$ cat src/sfk_pkg.sv
// Shared types for the segment frequency top-k block: payload structs,
// controller states and the control/status structs of the top-list.
// No dependencies.
`default_nettype none

package sfk_pkg;

  typedef struct packed {
    logic [7:0] octet_first;
    logic [7:0] octet_second;
    logic [7:0] octet_third;
    logic       end_of_log;
  } in_item_t;

  typedef struct packed {
    logic [7:0]  segment_value;
    logic [15:0] segment_count;
    logic [3:0]  rank;
    logic        last_of_report;
  } out_item_t;

  typedef enum logic [2:0] {
    ST_CLEAR,
    ST_IDLE,
    ST_RD2,
    ST_RD3,
    ST_SCAN,
    ST_DRAIN,
    ST_EMIT
  } state_t;

  typedef struct packed {
    logic insert;
    logic pop;
  } list_cmd_t;

  typedef struct packed {
    logic head_nonzero;
    logic second_nonzero;
  } list_stat_t;

endpackage

`default_nettype wire

$ cat src/sfk_top_list.sv
// Sorted top-k list held in registers: sorted insert and pop of the head.
// Depends on sfk_pkg.
`default_nettype none

module sfk_top_list #(
  parameter int TOP_K       = 10,
  parameter int IDX_W       = 8,
  parameter int COUNT_WIDTH = 16
) (
  input  logic                   clk,
  input  logic                   rst,
  input  sfk_pkg::list_cmd_t     cmd,
  input  logic [IDX_W-1:0]       ins_value,
  input  logic [COUNT_WIDTH-1:0] ins_count,
  output logic [IDX_W-1:0]       head_value,
  output logic [COUNT_WIDTH-1:0] head_count,
  output sfk_pkg::list_stat_t    stat
);
  import sfk_pkg::*;

  logic [IDX_W-1:0]       val [TOP_K];
  logic [COUNT_WIDTH-1:0] cnt [TOP_K];
  logic [TOP_K-1:0]       ge;

  assign head_value        = val[0];
  assign head_count        = cnt[0];
  assign stat.head_nonzero = (cnt[0] != '0);

  // An entry stays put when its count is at least the new one, so equal
  // counts keep the lower value (seen earlier in the sweep) ahead.
  for (genvar j = 0; j < TOP_K; j++) begin : g_cell
    assign ge[j] = (cnt[j] >= ins_count);

    always_ff @(posedge clk) begin
      if (rst) begin
        cnt[j] <= '0;
        val[j] <= '0;
      end else if (cmd.insert) begin
        if (!ge[j]) begin
          if (j == 0) begin
            val[j] <= ins_value;
            cnt[j] <= ins_count;
          end else if (ge[(j == 0) ? 0 : j-1]) begin
            val[j] <= ins_value;
            cnt[j] <= ins_count;
          end else begin
            val[j] <= val[(j == 0) ? 0 : j-1];
            cnt[j] <= cnt[(j == 0) ? 0 : j-1];
          end
        end
      end else if (cmd.pop) begin
        if (j == TOP_K-1) begin
          val[j] <= '0;
          cnt[j] <= '0;
        end else begin
          val[j] <= val[(j == TOP_K-1) ? j : j+1];
          cnt[j] <= cnt[(j == TOP_K-1) ? j : j+1];
        end
      end
    end
  end

  if (TOP_K > 1) begin : g_second
    assign stat.second_nonzero = (cnt[(TOP_K > 1) ? 1 : 0] != '0);
  end else begin : g_single
    assign stat.second_nonzero = 1'b0;
  end

endmodule

`default_nettype wire

$ cat config.mk
export PLATFORM = sky130hd
export DESIGN_NAME = sfk_top_list
export DESIGN_NICKNAME = d
export VERILOG_FILES = /design/src/sfk_pkg.sv /design/src/sfk_top_list.sv
export SDC_FILE = /design/constraint.sdc
export NUM_CORES = 1
export LEC_CHECK = 0
export BUFFER_PORTS_ARGS = -buffer_cell sky130_fd_sc_hd__buf_2
export CAP_MARGIN = 5
export CELL_PAD_IN_SITES_DETAIL_PLACEMENT = 1
export CELL_PAD_IN_SITES_GLOBAL_PLACEMENT = 1
export CORE_MARGIN = 4
export CORE_UTILIZATION = 35
export CTS_CLUSTER_DIAMETER = 30
export DETAILED_ROUTE_END_ITERATION = 8
export PLACE_DENSITY_LB_ADDON = 0.1
export SLEW_MARGIN = 20
export SYNTH_ARGS = -nofsm -noshare
export SYNTH_HDL_FRONTEND = slang
export SYNTH_SLANG_ARGS = --single-unit
$ cat constraint.sdc
create_clock -name clk -period 13.5 [get_ports clk]
set_clock_uncertainty 0.15 [all_clocks]
set_input_delay 2.7 -clock clk [delete_from_list [all_inputs] [get_ports clk]]
set_output_delay 2.7 -clock clk [all_outputs]
set_load 0.01 [all_outputs]
[Word level (Yosys, flattened, before mapping)]
Memory sizes are Yosys's and may differ from the RTL's.
Cells that the tools add are included.
Word-level totals
  memories kept: 2
  bits in writable memories: 240
  word-level logic and storage cells: 229
  output and inout bits: 26
  bits of input ports: 28
  bits in registers: 0
Memories
  cnt: depth 10, width 16, read ports 10, clocked after memory_dff 0, wr ports 10, RTL line sfk_top_list.sv:22  | logic [COUNT_WIDTH-1:0] cnt [TOP_K];
  val: depth 10, width 8, read ports 10, clocked after memory_dff 0, wr ports 10, RTL line sfk_top_list.sv:21  | logic [IDX_W-1:0] val [TOP_K];
Operators by class
  multiplexer cells: 157
  reductions and logical operators: 2
  magnitude comparators: 10
  bitwise operators: 58
Operators with widths (number)
  $mux 16: 29
  $mux 8: 29
  $ge 16x16->1: 10
  $mux 1: 99
  $or 1x1->1: 58
  $reduce_bool 16->1: 2

[Logic depth before layout (Yosys ltp)]
Gate-level depths: netlist (run 1).
  depth after elaboration: 9
  mapped depth: 12
  mapped depth without buffers: 8

[Least setup slack after synthesis (run 1)]
Ideal clock, no wire load.
  path type: input -> register
  start: input ins_count[10]
  end: memory cnt[3][0], in the netlist cnt[1][16] (enable)
  slack: 7.008 ns
  setup time: 0.410 ns
  arrival time: 5.932 ns
  stages: 10
  data required time: 12.940 ns
  buffers on the path: 3
  cells stage by stage: clkbuf_1 -> inv_1 -> ha_1 -> and3_1 -> a221oi_1 -> a21oi_1 -> or3_1 -> buf_2 -> buf_2 -> o21bai_1
RTL lines
  start: declaration: RTL line sfk_top_list.sv:14  | input logic [COUNT_WIDTH-1:0] ins_count,
  end: declaration: RTL line sfk_top_list.sv:22

==> results.md, run 1 <==
* Vias in the first global route at 15,300
* DP HPWL at approximately 44,000 µm
* Synth warn at 0
* Max Freq at about 160 MHz
* Worst path slowest cell: or2_1
* Routed WL at 64,000 µm
* Antenna diode count at 0
* Max Buffers Root-to-Sink at 3
* DR vias at ~14,000
* Largest area contributor in the netlist: edfxtp_1
* # Post-CTS Setup Buffers at 0
* DIE AREA at between 50,000 and 60,000 µm²
* Clock latency on the worst-skew pair at between 600 and 700 ps
* Crit path buf inv count at 4
* Root buf cell: clkbuf_16
* Final hold vios at 0
* Setup crit start: ins_count[1]
* Async set-reset flop share out of synthesis at 0%
* First-pass DRT Iterations at 5
* Fillers at between 5,000 and 6,000
* Placed instance area at between 15,000 and 20,000 µm²
* Min cycle time layout at 6300 ps
* Max transition margin at about a fifth
* Tightest Hold Check Type: register to register
* Crit path capture type: register
* H-tree depth at 3
* Nets@finish at ~1,900
* Post-cts gate resize count at 0
* Vias/cell at 5.88
* Layout cells sized above 1 at between 10 and 15%
* Site Rows at 80
* Unique masters post-synth at 79
* Worst reg2reg startpoint: cnt[1][0]$_DFFE_PP_
* GR Util All Layers at 24.1%
* Antenna-violating nets left at 0
* Slew Viols, Final at 0
* Top post-synthesis cells by area: edfxtp_1 42%, ha_1 12%, mux2i_1 7.0%, nand2_1 5.6%, o21ai_0 3.7%
* Syn Inst Count at ~1,700
* Worst-Margin Slew at 1210 ps
* Power per cell area at ~180 nW/µm²
* Startpoint types: input port
* Starting Density at 35.6%
* Largest net degree at the start of global routing at 86
* Worst-path clk slew at 40 ps
* Post-synth EDFFs at 240
* Number of I/O pins at 54
* RePlAce Congestion at a little under 0.9
* First-pass GRT wire length at around 98,000 µm
* Final core utilization at a little over two fifths
* Top delay family on crit path: buffers and inverters
* Post-synthesis sequential area ratio at between 40% and 50%
* Die Span X at approximately 230 µm
* CP arrival at between 6000 and 7000 ps
* Seq cells post-synth at 240
* Crit-path max FO at 26
* CP peak stage delay at 830 ps
* Fin area at ~20,000 µm²
* Hold path start: val[4][13]$_SDFFCE_PP0P_
* Total gr overflow at 0
* Net count after synthesis at ~1,900
* Die height at ~230 µm
* Average routed wire per standard cell at ~26 µm
* Hold_buf cts at 0
* Post-synth top area share at between 40% and 50%
* Initial antenna violation count at 2
* Num CTS Buffers at 80
* DR iter-0 viols at between 900 and 1,000
* Leak at between 0.008 and 0.009 µW
* Buffers added on ports at 53
* Worst Path Required at about 14,000 ps
* Kind of critical path: input port to register
* Max IR drop VDD at ~0.12 mV
* Top_reg_cell synth: edfxtp_1
* FF/Latch Area at 7210 µm²
* Setup_tns at 0 ps
* CP cell instances: buf_2, inv_1, ha_1, a2111oi_0, o41ai_1, a41oi_2, buf_4, or2_1, a21o_1, buf_4
* Core area at ~48,000 µm²
* Max-Cap Viols at 0
* CTS Sinks at 240
* Synth-to-Final Area Change at 19.4%
* Final period util at a little under half
* Outcome: finished, final reports clean
* # DRC at 0
* Syn avg cell area at roughly 10 µm²
* Multi-input gate area at about 9000 µm²
* Unrepaired setup endpoints after global routing: no
* CTS tree: built
* Final setup viols at 0
* Crit-path most repeated cell: buf_4
* Mapped Area at about 17,000 µm²
cell families after synthesis:
group,Yosys count,synth area share (%)
muxes,120,7.00
DFF,240,42.0
AOI/OAI and AO/OA,501,20.2
buffers and inverters,224,5.99
and+or+nand+nor,472,13.1
adders and majority gates,160,11.7
layer usage:
metal	vias to the layer above	routed length (µm)	part of all wire, %	GRT usage (%)
li1	6598	-	-	-
met4	2	1650	2.6	7.44
met1	7289	29700	46	32.3
met2	312	30200	47	39.9
met5	-	8	0.012	0
met3	114	2460	3.8	4.09
worst paths after layout:
kind / endpoint / depth (start not counted) / slack [ps]
setup / recovery: val[1][7]$_DFFE_PP_ / 10 / 7200
hold / removal: val[4][5]$_SDFFCE_PN0P_ / 2 / 370
setup reg to reg: val[1][7]$_DFFE_PP_ / 10 / 9360
hold reg to reg: val[4][5]$_SDFFCE_PN0P_ / 2 / 370
per-stage QoR:
stage / instances / setup slack [ps] / total power [µW] / hold WS, ps
4_1_cts: 2433 / 7230 / 3620 / 378
3_5_place_dp: 2291 / 6610 / 1730 / 366
3_3_place_gp: 2291 / 6630 / 1710 / 354
5_1_grt: 2435 / 6940 / 3750 / 410
6_report: 2435 / 7200 / 3600 / 372
2_1_floorplan: 1717 / 7010 / 1480 / 346
cell type report:
cell class              count  share of cell area (%)
clock buffers             101                    10.4
clock inverters            41                    2.80
inverters                  53                   0.971
multi-input cells        1253                    43.8
flip-flops and latches    240                    35.2
well taps                 656                    4.01
repair buffers             91                    2.85
Yosys cell counts (all sizes together) (3+ instances only):
cell type	n
nand4	35
and4	4
a21oi	51
o41ai	3
or2	5
and2	3
or4	25
a22o	24
o21a	6
nand2	259
a221oi	4
nor3	32
a21boi	9
nand3	8
nand2b	12
a2111o	25
o22ai	8
clkbuf	103
nor2	40
or3	3
buf	68
ha	160
a21o	24
nor4	9
o21bai	4
a211oi	33
mux2i	120
o211ai	76
inv	53
o21ai	184
o221ai	25
a2111oi	5
and3	30
a31oi	4
edfxtp	240
registers in the layout, indices dropped and copies added (netlist names):
signal	cells
cnt	160
val	80
layout by cell type (no fill, tap or decap), types with 30 or more instances in the layout:
master,count
o211ai_1,76
edfxtp_1,240
nand4_1,34
inv_1,52
a211oi_1,30
nor3_1,31
nor2_1,38
a21oi_1,50
clkbuf_16,82
mux2i_1,120
o21ai_1,56
o21ai_0,126
and3_1,30
buf_2,53
ha_1,160
nand2_1,258
buf_4,36
where the power goes:
group | switching (µW) | total (µW) | internal [µW]
clock | 532 | 1870 | 1340
sequential | 109 | 1070 | 956
combinational | 429 | 658 | 229
worst min-delay path: cells and delay by family (launching register included):
| kind | cells | cell delay, ps |
|---|---|---|
| flip-flops | 1 | 320 |
| AO/OA/AOI/OAI | 1 | 60 |
| AND/OR/NAND/NOR | 1 | 40 |
No activity file was read; power rests on OpenSTA's default activity.
==> inputs of run 2 (changes only) <==
==> constraint.sdc (replaced) <==
create_clock -name clk -period 5.4 [get_ports clk]
set_clock_uncertainty 0.15 [all_clocks]
set_input_delay 1.08 -clock clk [delete_from_list [all_inputs] [get_ports clk]]
set_output_delay 1.08 -clock clk [all_outputs]
set_load 0.01 [all_outputs]
==> run 2 against run 1 <==
Net effect: sequential share of layout area is 0.13 points lower; wire length is 2.6% higher; flip-flop and latch count stayed put; global-route usage is 0.38 points higher; worst setup slack worse by 6000 ps; non-clock buffer count is 38 higher; cell count is 1.2% higher; total power is 140% higher; critical path depth is 2 lower; via count is 1.9% higher; combinational power grew to 2.6 times the previous value; largest power group unchanged; highest routed layer unchanged.
==> results.md, run 2 (synthesis gave the netlist of run 1 again) <==
* Crit path capture type: register
* CTS tree: built
* Max reg flops at 160 (unchanged)
* CP peak stage delay at 910 ps (+80 ps)
* Total gr overflow at 0 (unchanged)
* Max Buffers Root-to-Sink at 3 (unchanged)
* Most frequent cells in the layout: 258 x nand2_1, 240 x edfxtp_1, 160 x ha_1, 126 x o21ai_0, 120 x mux2i_1
* # Post-CTS Setup Buffers at 0 (unchanged)
* Vias/cell at 5.92 (+0.70%)
* Average routed wire per standard cell at 26.6 µm (+1.4%)
* Setup_tns at 0 ps (unchanged)
* Worst-path clk slew at 40 ps (about the same)
* Hold_buf cts at 0 (unchanged)
* Placed instance area at 18,100 µm² (+2.0%)
* Startpoint types: input port
* Top delay family on crit path: compound AO/OA/AOI/OAI gates
* Kind of critical path: input port to register
* Placed Cells at 2,331 (+1.7%)
* Fillers at 5,329 (+2.2%)
* Worst slack, placed at 580 ps (-6030 ps)
* Routed WL at 65,700 µm (+2.6%)
* Max transition margin at 26.5% (+7.1 points)
* Multi-input gate area at 8970 µm² (about the same)
* Slew Viols, Final at 0 (unchanged)
* Num CTS Buffers at 74 (-7.5%)
* Crit-path max FO at 24 (-7.7%)
* FF/Latch Area at 7210 µm² (unchanged)
* Final setup viols at 0 (unchanged)
* Min cycle time layout at 4200 ps
* RePlAce Congestion at 0.831 (-5.2%)
* Max Freq at between 200 and 250 MHz
* Post-cts gate resize count at 0 (unchanged)
* Final WS setup at 1200 ps (-6000 ps)
* Starting Density at 35.6% (unchanged)
* DP HPWL at 45,100 µm (+2.4%)
* Final period util at between 70 and 80%
* DR vias at 14,600 (+1.9%)
* Unrepaired setup endpoints after global routing: no
* Largest net degree at the start of global routing at 190 (+120%)
* Max IR drop VDD at 0.306 mV (+150%)
* Power per cell area at 424 nW/µm² (+140%)
* Nets@finish at 1,939 (+1.7%)
* Root buf cell: clkbuf_16
* H-tree depth at 3 (unchanged)
* Antenna-violating nets left at 0 (unchanged)
* Synth-to-Final Area Change at 19.8%
* Worst path slowest cell: a2111oi_0
* Worst-Margin Slew at 1100 ps (-106 ps)
* CTS Sinks at 240 (unchanged)
* First-pass GRT wire length at 99,200 µm (+1.4%)
* CP arrival at 4250 ps (-2150 ps)
* Largest registers: cnt: 160 flops, val: 80 flops
* Clock latency on the worst-skew pair at 590 ps (-30 ps)
* Core area at 48,100 µm² (unchanged)
* Fin area at 20,600 µm² (+0.38%)
* Outcome: finished, final reports clean
* Site Rows at 80 (unchanged)
* DR iter-0 viols at 953 (-1.0%)
* Initial antenna violation count at 3 (+1)
* Die Span X at 229 µm (unchanged)
* Die height at 229 µm (unchanged)
* Final Non-Filler Cells at 2,465 (+1.2%)
* Worst Path Required at 5450 ps (-8150 ps)
* Leak at 0.00810 µW (+1.1%)
* Buffers added on ports at 53 (unchanged)
* Antenna diode count at 0 (unchanged)
* Max-Cap Viols at 0 (unchanged)
* CP cell instances: buf_2, ha_1, nand2b_1, a2111oi_0, or4_1, o211ai_1, nand3_1, a31o_2
* Most flops, register: cnt
* WHS at 375 ps (+2.86 ps)
* First-pass DRT Iterations at 5 (unchanged)
* Most common cell after layout, fill and taps aside: nand2_1
* Crit path buf inv count at 1 (-3)
* GR Util All Layers at 24.5% (+0.38 points)
* R2R Setup Slk at 1780 ps (-7580 ps)
* Tightest Hold Check Type: register to register
* Vias in the first global route at 15,600 (+1.9%)
* Number of I/O pins at 54 (unchanged)
* DIE AREA at 52,600 µm² (unchanged)
* # DRC at 0 (unchanged)
* Final hold vios at 0 (unchanged)
* Layout cells sized above 1 at 15.0% (+1.5 points)
==> run 2: final cells by class <==
type | instances | area share (%)
timing repair buffer | 129 | 4.31
sequential | 240 | 35.1
inverter | 53 | 0.968
tap | 656 | 3.99
clock inverter | 47 | 2.59
multi-input combinational | 1253 | 43.6
clock buffer | 87 | 9.45
==> run 2: worst register-to-register path: cells and delay by family (launching register included) <==
| family | cells | cell delay (ps) |
|---|---|---|
| flip-flops | 1 | 350 |
| AND/OR/NAND/NOR | 3 | 510 |
| adder cells (fa/ha/maj) | 1 | 230 |
| AO/OA/AOI/OAI | 3 | 1880 |
| buffers and inverters | 1 | 100 |
==> run 2: power breakdown <==
part           switching [µW]  leakage, µW  internal (µW)
registers                 262      0.00267           2390
clock network            1300      0.00122           3060
logic                    1100      0.00421            611
total                    2660      0.00810           6060
==> run 2: routing by layer <==
metal	track usage (%)	up-vias	routed length, µm
li1	-	6653	-
met1	32.9	7479	30100
met2	40.1	336	31000
met3	4.44	121	2680
met4	7.80	4	1850
met5	0	-	22
==> run 2: path summary, 6_finish.rpt <==
kind,cells past startpoint,start,to
worst max-delay path,8,ins_count[0],val[4][11]$_SDFFCE_PP0P_
worst min-delay path,2,val[4][10]$_SDFFCE_PP0P_,val[4][2]$_SDFFCE_PN0P_
worst max register to register,8,cnt[4][16]$_SDFFCE_PP0P_,val[4][10]$_SDFFCE_PP0P_
worst min register to register,2,val[4][10]$_SDFFCE_PP0P_,val[4][2]$_SDFFCE_PN0P_
==> run 2: metrics by stage <==
step                utilization, %  power (µW)
detailed placement            37.6        4370
floorplan                        -        3700
finish                        42.7        8720
global route                  42.7        9100
global placement              37.6        4320
CTS                           42.7        8780
